**src/design/crms_pkg.sv**
```systemverilog
// Types, opcodes and saturating helpers for the CIGAR run merger.
package crms_pkg;

    localparam int LEN_W  = 28;
    localparam int CODE_W = 4;
    localparam int TOT_W  = 32;
    localparam int CHIM_W = 16;

    localparam logic [CODE_W-1:0] OP_M  = 4'd0;
    localparam logic [CODE_W-1:0] OP_I  = 4'd1;
    localparam logic [CODE_W-1:0] OP_D  = 4'd2;
    localparam logic [CODE_W-1:0] OP_N  = 4'd3;
    localparam logic [CODE_W-1:0] OP_S  = 4'd4;
    localparam logic [CODE_W-1:0] OP_EQ = 4'd7;
    localparam logic [CODE_W-1:0] OP_X  = 4'd8;

    localparam int BUF_DEPTH = 4;
    localparam int BUF_AW    = $clog2(BUF_DEPTH);
    localparam int BUF_CW    = $clog2(BUF_DEPTH + 1);

    typedef struct packed {
        logic [LEN_W-1:0]  len;
        logic [CODE_W-1:0] code;
        logic              last;
        logic              empty;
        logic [TOT_W-1:0]  query;
        logic [TOT_W-1:0]  refr;
        logic [TOT_W-1:0]  del;
        logic [TOT_W-1:0]  edit;
        logic [CHIM_W-1:0] chim;
    } t_result;

    // Up to two result words produced by one operation.
    typedef struct packed {
        logic [1:0] cnt;
        t_result    w0;
        t_result    w1;
    } t_push;

    function automatic logic [TOT_W-1:0] sat_tot(input logic [TOT_W-1:0] a,
                                                 input logic [LEN_W-1:0] b);
        logic [TOT_W:0] s;
        s = {1'b0, a} + {{(TOT_W-LEN_W+1){1'b0}}, b};
        return s[TOT_W] ? {TOT_W{1'b1}} : s[TOT_W-1:0];
    endfunction

    function automatic logic [LEN_W-1:0] sat_len(input logic [LEN_W-1:0] a,
                                                 input logic [LEN_W-1:0] b);
        logic [LEN_W:0] s;
        s = {1'b0, a} + {1'b0, b};
        return s[LEN_W] ? {LEN_W{1'b1}} : s[LEN_W-1:0];
    endfunction

endpackage

```
**src/design/crms_core.sv**
```systemverilog
// Run merge and record statistics: pending op and running totals.
module crms_core (
    input  logic                                i_clk,
    input  logic                                i_rst_n,
    input  logic                                i_fire,
    input  logic                                i_keep,
    input  logic [crms_pkg::LEN_W-1:0]          i_len,
    input  logic [crms_pkg::CODE_W-1:0]         i_code,
    input  logic                                i_end,
    output crms_pkg::t_push                     o_push
);

    logic                           r_pend_valid;
    logic [crms_pkg::CODE_W-1:0]    r_pend_code;
    logic [crms_pkg::LEN_W-1:0]     r_pend_len;
    logic [crms_pkg::TOT_W-1:0]     r_query, r_refr, r_del, r_edit;
    logic [crms_pkg::CHIM_W-1:0]    r_chim;

    logic                           n_pend_valid;
    logic [crms_pkg::CODE_W-1:0]    n_pend_code;
    logic [crms_pkg::LEN_W-1:0]     n_pend_len;
    logic [crms_pkg::TOT_W-1:0]     n_query, n_refr, n_del, n_edit;
    logic [crms_pkg::CHIM_W-1:0]    n_chim;

    logic                           known;
    logic [crms_pkg::CODE_W-1:0]    cc;
    logic                           merge, drop, flush;
    crms_pkg::t_result              flush_w, fin_w;

    // Totals of a saturating sum equal the saturated raw sum, so the four
    // record statistics are kept directly.
    always_comb begin
        known   = i_code <= crms_pkg::OP_X;
        cc      = (i_code == crms_pkg::OP_X && !i_keep) ? crms_pkg::OP_M : i_code;
        n_query = r_query;
        n_refr  = r_refr;
        n_del   = r_del;
        n_edit  = r_edit;
        n_chim  = r_chim;
        if (known) begin
            if (i_code inside {crms_pkg::OP_S, crms_pkg::OP_M, crms_pkg::OP_I,
                               crms_pkg::OP_EQ, crms_pkg::OP_X}) begin
                n_query = crms_pkg::sat_tot(r_query, i_len);
            end
            if (i_code inside {crms_pkg::OP_M, crms_pkg::OP_D, crms_pkg::OP_N,
                               crms_pkg::OP_EQ, crms_pkg::OP_X}) begin
                n_refr = crms_pkg::sat_tot(r_refr, i_len);
            end
            if (i_code inside {crms_pkg::OP_D, crms_pkg::OP_N}) begin
                n_del = crms_pkg::sat_tot(r_del, i_len);
            end
            if (i_code inside {crms_pkg::OP_X, crms_pkg::OP_I, crms_pkg::OP_D,
                               crms_pkg::OP_N}) begin
                n_edit = crms_pkg::sat_tot(r_edit, i_len);
            end
            if (i_code == crms_pkg::OP_N && i_len == '0 && r_chim != '1) begin
                n_chim = r_chim + 1'b1;
            end
        end

        merge = known && r_pend_valid && cc == r_pend_code &&
                (cc != crms_pkg::OP_N || (i_len != '0 && r_pend_len != '0));
        drop  = !merge && cc != crms_pkg::OP_N && i_len == '0;
        flush = known && !merge && !drop && r_pend_valid;

        n_pend_valid = r_pend_valid;
        n_pend_code  = r_pend_code;
        n_pend_len   = r_pend_len;
        if (known && merge) begin
            n_pend_len = crms_pkg::sat_len(r_pend_len, i_len);
        end else if (known && !drop) begin
            n_pend_valid = 1'b1;
            n_pend_code  = cc;
            n_pend_len   = i_len;
        end

        flush_w       = '0;
        flush_w.len   = r_pend_len;
        flush_w.code  = r_pend_code;

        fin_w         = '0;
        fin_w.last    = 1'b1;
        fin_w.empty   = !n_pend_valid;
        fin_w.len     = n_pend_valid ? n_pend_len : '0;
        fin_w.code    = n_pend_valid ? n_pend_code : '0;
        fin_w.query   = n_query;
        fin_w.refr    = n_refr;
        fin_w.del     = n_del;
        fin_w.edit    = n_edit;
        fin_w.chim    = n_chim;

        o_push.cnt = !i_fire ? 2'd0 : 2'({1'b0, flush} + {1'b0, i_end});
        o_push.w0  = flush ? flush_w : fin_w;
        o_push.w1  = fin_w;
    end

    always_ff @(posedge i_clk) begin
        if (!i_rst_n || (i_fire && i_end)) begin
            r_pend_valid <= 1'b0;
            r_pend_code  <= '0;
            r_pend_len   <= '0;
            r_query      <= '0;
            r_refr       <= '0;
            r_del        <= '0;
            r_edit       <= '0;
            r_chim       <= '0;
        end else if (i_fire) begin
            r_pend_valid <= n_pend_valid;
            r_pend_code  <= n_pend_code;
            r_pend_len   <= n_pend_len;
            r_query      <= n_query;
            r_refr       <= n_refr;
            r_del        <= n_del;
            r_edit       <= n_edit;
            r_chim       <= n_chim;
        end
    end

endmodule

```
**src/design/crms_obuf.sv**
```systemverilog
// Result buffer: takes up to two words a cycle, gives one a cycle while i_stall is low.
module crms_obuf (
    input  logic                i_clk,
    input  logic                i_rst_n,
    input  crms_pkg::t_push     i_push,
    input  logic                i_stall,
    output logic                o_valid,
    output crms_pkg::t_result   o_word,
    output logic                o_room
);

    crms_pkg::t_result              r_mem [crms_pkg::BUF_DEPTH];
    logic [crms_pkg::BUF_AW-1:0]    r_wr, r_rd;
    logic [crms_pkg::BUF_CW-1:0]    r_count;
    logic [crms_pkg::BUF_AW-1:0]    wr_nxt;
    logic                           pop;

    assign wr_nxt  = r_wr + 1'b1;
    assign o_valid = r_count != '0;
    assign o_word  = r_mem[r_rd];
    assign pop     = o_valid && !i_stall;
    assign o_room  = r_count <= crms_pkg::BUF_CW'(crms_pkg::BUF_DEPTH - 2);

    always_ff @(posedge i_clk) begin
        if (i_push.cnt != 2'd0) begin
            r_mem[r_wr] <= i_push.w0;
        end
        if (i_push.cnt == 2'd2) begin
            r_mem[wr_nxt] <= i_push.w1;
        end
    end

    always_ff @(posedge i_clk) begin
        if (!i_rst_n) begin
            r_wr    <= '0;
            r_rd    <= '0;
            r_count <= '0;
        end else begin
            r_wr    <= r_wr + crms_pkg::BUF_AW'(i_push.cnt);
            r_rd    <= r_rd + crms_pkg::BUF_AW'(pop);
            r_count <= r_count + crms_pkg::BUF_CW'(i_push.cnt)
                     - crms_pkg::BUF_CW'(pop);
        end
    end

endmodule

```
**src/design/cigar_run_merge_and_stats.sv**
```systemverilog
// Top level of the CIGAR run merger with per-record statistics.
//
//  channel   direction  handshake                 word
//  input     in         i_valid / o_stall         op length, op code, record end
//  result    out        o_valid / i_stall         merged op, flags, record statistics
//  config    in         i_cfg_valid / o_cfg_ready keep_mismatch_ops bit
//
// One op per cycle while the result buffer has room: input register, merge/statistics logic, result buffer.
// A result becomes visible once the accepted op has left the input register and been written into the result buffer.
// An op that closes one run and ends its record yields two words; the output
// drains one word a cycle while i_stall is low.
// Input stalls when an op waits in the input register and the 4-word result buffer has room for fewer than two words.
// Synchronous active-low reset empties the buffer and clears all record state.
module cigar_run_merge_and_stats (
    input  logic                            i_clk,
    input  logic                            i_rst_n,
    input  logic                            i_valid,
    output logic                            o_stall,
    input  logic [crms_pkg::LEN_W-1:0]      i_op_length,
    input  logic [crms_pkg::CODE_W-1:0]     i_op_code,
    input  logic                            i_record_end,
    output logic                            o_valid,
    input  logic                            i_stall,
    output logic [crms_pkg::LEN_W-1:0]      o_out_length,
    output logic [crms_pkg::CODE_W-1:0]     o_out_code,
    output logic                            o_out_last,
    output logic                            o_out_empty,
    output logic [crms_pkg::TOT_W-1:0]      o_query_length,
    output logic [crms_pkg::TOT_W-1:0]      o_reference_length,
    output logic [crms_pkg::TOT_W-1:0]      o_deletion_count,
    output logic [crms_pkg::TOT_W-1:0]      o_edit_distance,
    output logic [crms_pkg::CHIM_W-1:0]     o_chimera_count,
    input  logic                            i_cfg_valid,
    output logic                            o_cfg_ready,
    input  logic                            i_cfg_keep_mismatch_ops
);

    logic                           r_keep;
    logic                           r_in_valid;
    logic [crms_pkg::LEN_W-1:0]     r_len;
    logic [crms_pkg::CODE_W-1:0]    r_code;
    logic                           r_end;
    logic                           room, fire, load;
    crms_pkg::t_push                push;
    crms_pkg::t_result              word;

    assign o_cfg_ready = 1'b1;
    assign fire        = r_in_valid && room;
    assign o_stall     = r_in_valid && !room;
    assign load        = i_valid && !o_stall;

    always_ff @(posedge i_clk) begin
        if (!i_rst_n) begin
            r_keep     <= 1'b0;
            r_in_valid <= 1'b0;
        end else begin
            if (i_cfg_valid && o_cfg_ready) begin
                r_keep <= i_cfg_keep_mismatch_ops;
            end
            if (load) begin
                r_in_valid <= 1'b1;
            end else if (fire) begin
                r_in_valid <= 1'b0;
            end
        end
    end

    always_ff @(posedge i_clk) begin
        if (load) begin
            r_len  <= i_op_length;
            r_code <= i_op_code;
            r_end  <= i_record_end;
        end
    end

    crms_core u_core (
        .i_clk   (i_clk),
        .i_rst_n (i_rst_n),
        .i_fire  (fire),
        .i_keep  (r_keep),
        .i_len   (r_len),
        .i_code  (r_code),
        .i_end   (r_end),
        .o_push  (push)
    );

    crms_obuf u_obuf (
        .i_clk   (i_clk),
        .i_rst_n (i_rst_n),
        .i_push  (push),
        .i_stall (i_stall),
        .o_valid (o_valid),
        .o_word  (word),
        .o_room  (room)
    );

    assign o_out_length       = word.len;
    assign o_out_code         = word.code;
    assign o_out_last         = word.last;
    assign o_out_empty        = word.empty;
    assign o_query_length     = word.query;
    assign o_reference_length = word.refr;
    assign o_deletion_count   = word.del;
    assign o_edit_distance    = word.edit;
    assign o_chimera_count    = word.chim;

endmodule

```
**config.mk**
```make
export PLATFORM = sky130hd
export DESIGN_NAME = cigar_run_merge_and_stats
export DESIGN_NICKNAME = d
export VERILOG_FILES = /design/src/design/crms_pkg.sv /design/src/design/crms_core.sv /design/src/design/crms_obuf.sv /design/src/design/cigar_run_merge_and_stats.sv
export SDC_FILE = /design/constraint.sdc
export NUM_CORES = 2
export LEC_CHECK = 0
export ABC_AREA = 0
export BUFFER_PORTS_ARGS = -buffer_cell sky130_fd_sc_hd__buf_2
export CORE_ASPECT_RATIO = 1.25
export CORE_MARGIN = 4
export CORE_UTILIZATION = 50
export DETAILED_ROUTE_END_ITERATION = 12
export GPL_TIMING_DRIVEN = 1
export PLACE_DENSITY = 0.7
export SKIP_CTS_REPAIR_TIMING = 1
export SYNTH_ARGS = -nofsm -noshare
export SYNTH_HDL_FRONTEND = slang
export SYNTH_HIERARCHICAL = 1
export SYNTH_SLANG_ARGS = --single-unit
```
**constraint.sdc**
```tcl
create_clock -name i_clk -period 17.3 [get_ports i_clk]
set_clock_uncertainty 0.1 [all_clocks]
set_input_delay 0 -clock i_clk [delete_from_list [all_inputs] [get_ports i_clk]]
set_output_delay 0 -clock i_clk [all_outputs]
set_load 0.005 [all_outputs]
```
==> flow_metrics.tcl <==
set metrics [dict create \
    firstDrtPassIters 8 \
    reg2reg_from "r_len[0]$_DFFE_PP_" \
    drv_slew 0 \
    antenna_cells 0 \
    crit_type "register to register" \
    ctsLongestPathBuffers 3 \
    rsz0062_at_grt "false" \
    period_needed_ns 6.98 \
    remaining_drc_errors 0 \
    io_pins 220 \
    vias 37598 \
    start_kind "register" \
    dpl.hpwl_mm 102 \
    slew_headroom_pct 13.1 \
    fin_crit_sh_pct 40.3 \
    maxCapViolations 0 \
    nets 4716 \
    synth_async_sr_flop_share_pct 0 \
    grt.busiest_layer "met2" \
    syn_inst 4380 \
    setup_violations 0 \
    num_rows 134 \
    start_util_pct 50.5 \
    hp-start "i_op_length[3]" \
    swShare_pct 29.5 \
    cp-end-kind "register" \
    arrival_ns 7.19 \
    cts_buffers 94 \
    hold_viol_final 0 \
    worstHoldEndpoint "r_len[3]$_DFFE_PP_" \
    min_path_cells 2 \
    syn_area_sq_mm 0.0540 \
    antenna_found_initial 5 \
    vdd_drop_max_mv 0.0886 \
    clock_latency_ns 0.69 \
    dp_cells 5805 \
    yosysTopAreaCellShare_pct 41.4 \
    ys_seq_area_share_pct 48.3 \
    worst_slew_pin_slew_ns 1.30 \
    ys_ff_latch 931 \
    drt-vias-per-instance 6.23 \
    hold_class "input port to register" \
    synth_fp_nets 4570 \
    power.switching_mw 1.85 \
    p_leak_nw 22.1 \
    clock-root-buffer "clkbuf_16" \
    startpoint "r_len[0]$_DFFE_PP_" \
    overflow 0 \
    cellInternalPower_mw 4.43 \
    r2r_setup_slack_ns 10.32 \
    power_frac_comb_pct 24.6 \
    clock_sinks 931 \
    power_density_mw_per_mm2 105 \
    synth_edf_count 745 \
    coreArea_sq_mm 0.107 \
    wire_per_inst_um 25.3 \
    met3_usage_pct 3.71 \
    worstPathRequired_ns 17.51 \
    timing.rr.end "u_obuf/r_mem[2][114]$_DFFE_PP_" \
    die_h_um 376 \
    nFillCells 9051 \
    synthFlopType "edfxtp_1" \
    gp_congestion 0.993 \
    layout-drive-gt1-share_pct 28.5 \
    grt_pass1_vias 37221 \
    seqPwrFrac_pct 42.4 \
    status "completed" \
    synth_cell_types 108 \
    io_buffers 218 \
    grt.met1_usage_pct 34.6 \
    clkPwrFrac_pct 33.0 \
    clkTransAtPathRegs_ns 0.06 \
    synth_warnings 6 \
    grt_usage_pct 26.3 \
    antenna_left 0 \
    finish.instance_area_sq_mm 0.0597 \
    r2r_cells 12 \
    avgSynthCellArea_sq_um 12.3 \
    syn_to_final_growth_pct 10.5 \
    drt_first_iter_violations 3524 \
    place_area_sq_mm 0.0561 \
    dieArea_sq_mm 0.113 \
    grt_max_degree 84 \
    path_max_fanout 53 \
    max_freq_mhz 143 \
    synth_area_leaders "edfxtp_1 41%, mux2_2 13%, mux4_2 7.4%, dfxtp_1 6.9%, ha_1 3.4%" \
    final_cells 6032 \
    cts_tree "built" \
    yosysTopAreaCell "edfxtp_1" \
    tns_ns 0 \
    grt_use_met2_pct 44.7 \
    cts-htree-levels 3 \
    die_x_um 302 \
    totalWireLength_mm 153 \
    grt_pass1_wl_mm 230 \
]
==> placed cells by master, fill, tap and decap left out, drive strengths merged, types with 118 or more instances in the layout <==
| master | netlist | final |
|---|---|---|
| a21oi | 231 | 231 |
| nand2 | 234 | 234 |
| nor2 | 362 | 362 |
| o21ai | 231 | 231 |
| edfxtp | 745 | 745 |
| dfxtp | 186 | 186 |
| mux4 | 178 | 178 |
| mux2 | 728 | 728 |
| and2 | 118 | 118 |
| buf | 151 | 281 |
| ha | 145 | 145 |
| clkbuf | 133 | 136 |
==> power groups by stage <==
stage	clock network (mW)	logic [mW]	registers, mW
finish	2.07	1.54	2.66
detailed placement	0	1.53	2.71
global route	2.20	1.68	2.67
CTS	2.11	1.54	2.66
global placement	0	1.51	2.70
floorplan	0	1.08	2.67
==> sequential cells by signal, indices dropped and copies added, names as in the netlist, 2 cells and up <==
name	flops
u_obuf/r_count	3
u_obuf/r_wr	2
u_core/r_del	32
u_core/r_pend_len	28
r_code	4
u_obuf/r_rd	2
r_len	28
u_core/r_edit	32
u_obuf/r_mem	712
u_core/r_refr	32
u_core/r_chim	16
u_core/r_pend_code	4
u_core/r_query	32
==> layer usage <==
| layer | vias up | part of all wire [%] |
|---|---|---|
| met1 | 18852 | 41 |
| met2 | 1343 | 50 |
| met3 | 261 | 6.0 |
| li1 | 17140 | - |
| met5 | - | 0.0085 |
| met4 | 2 | 3.4 |
==> final cells by class <==
cell class                 instances  area (sq um)  area share (%)
inverter                          44           170           0.285
clock inverter                    38           420           0.704
tap                             1428          1790            2.99
timing repair buffer             334          2090            3.51
sequential                       931         26100            43.7
clock buffer                     136          2680            4.48
multi-input combinational       3121         26400            44.3
==> synthesized netlist by cell type (18+ instances only) <==
cell type    n
edfxtp_1   745
mux2_2     617
nor2_1     360
nand2_1    231
a21oi_1    227
o21ai_0    199
dfxtp_1    186
mux4_2     178
ha_1       145
clkbuf_1   133
and2_1     117
mux2_1     111
xnor2_1     89
buf_2       84
nor3_1      70
a211oi_1    67
xor2_1      67
nand3_1     65
a21o_1      64
buf_4       54
inv_1       43
and3_1      40
a31oi_1     39
o21a_1      37
nand4_1     31
o21ai_1     30
o22a_1      20
o21bai_1    19
o221a_2     18
==> kinds of logic (layout without fill, tap and decap cells) <==
group | after synthesis | in the layout | synth area share (%)
and+or+nand+nor | 1018 | 1018 | 8.95
DFF | 931 | 931 | 48.3
muxes | 916 | 916 | 22.8
AOI/OAI and AO/OA | 877 | 877 | 10.9
buffers and inverters | 328 | 552 | 2.95
xor gates and xnor gates | 156 | 156 | 2.53
adders and majority gates | 152 | 152 | 3.60
other | 2 | 2 | 0.0139
==> how the worst max path moves through the flow <==
stage                                           endpoint  cells after the start
after global routing      u_obuf/r_mem[2][114]$_DFFE_PP_                     12
after global placement    u_obuf/r_mem[2][108]$_DFFE_PP_                     12
after detailed placement  u_obuf/r_mem[2][115]$_DFFE_PP_                     12
after CTS                 u_obuf/r_mem[2][114]$_DFFE_PP_                     12
after floorplan             u_obuf/r_mem[0][0]$_DFFE_PP_                     12
final                     u_obuf/r_mem[2][114]$_DFFE_PP_                     12
==> through the flow <==
stage | power [mW] | utilization (%) | setup slack [ns] | hold WS [ns]
global route | 6.54 | 55.8 | 10.09 | 0.00432
floorplan | 3.75 | - | 0.478 | -0.00113
CTS | 6.31 | 55.3 | 10.42 | -0.644
detailed placement | 4.24 | 52.4 | 10.46 | 0.0787
global placement | 4.22 | 52.4 | 10.42 | 0.0801
finish | 6.28 | 55.8 | 10.32 | 0.00804
==> critical path, stage by stage, from the launching register on <==
cell,delay [ns]
edfxtp_1,0.68
nor4_1,0.38
nand4_1,0.27
o22ai_1,0.42
a31o_1,0.69
and3_2,0.39
ha_1,0.25
and2_1,0.25
nor2b_2,0.25
and3b_4,0.85
a21o_4,0.47
buf_4,0.66
buf_4,0.76
Power figures use the tool's default switching activity.
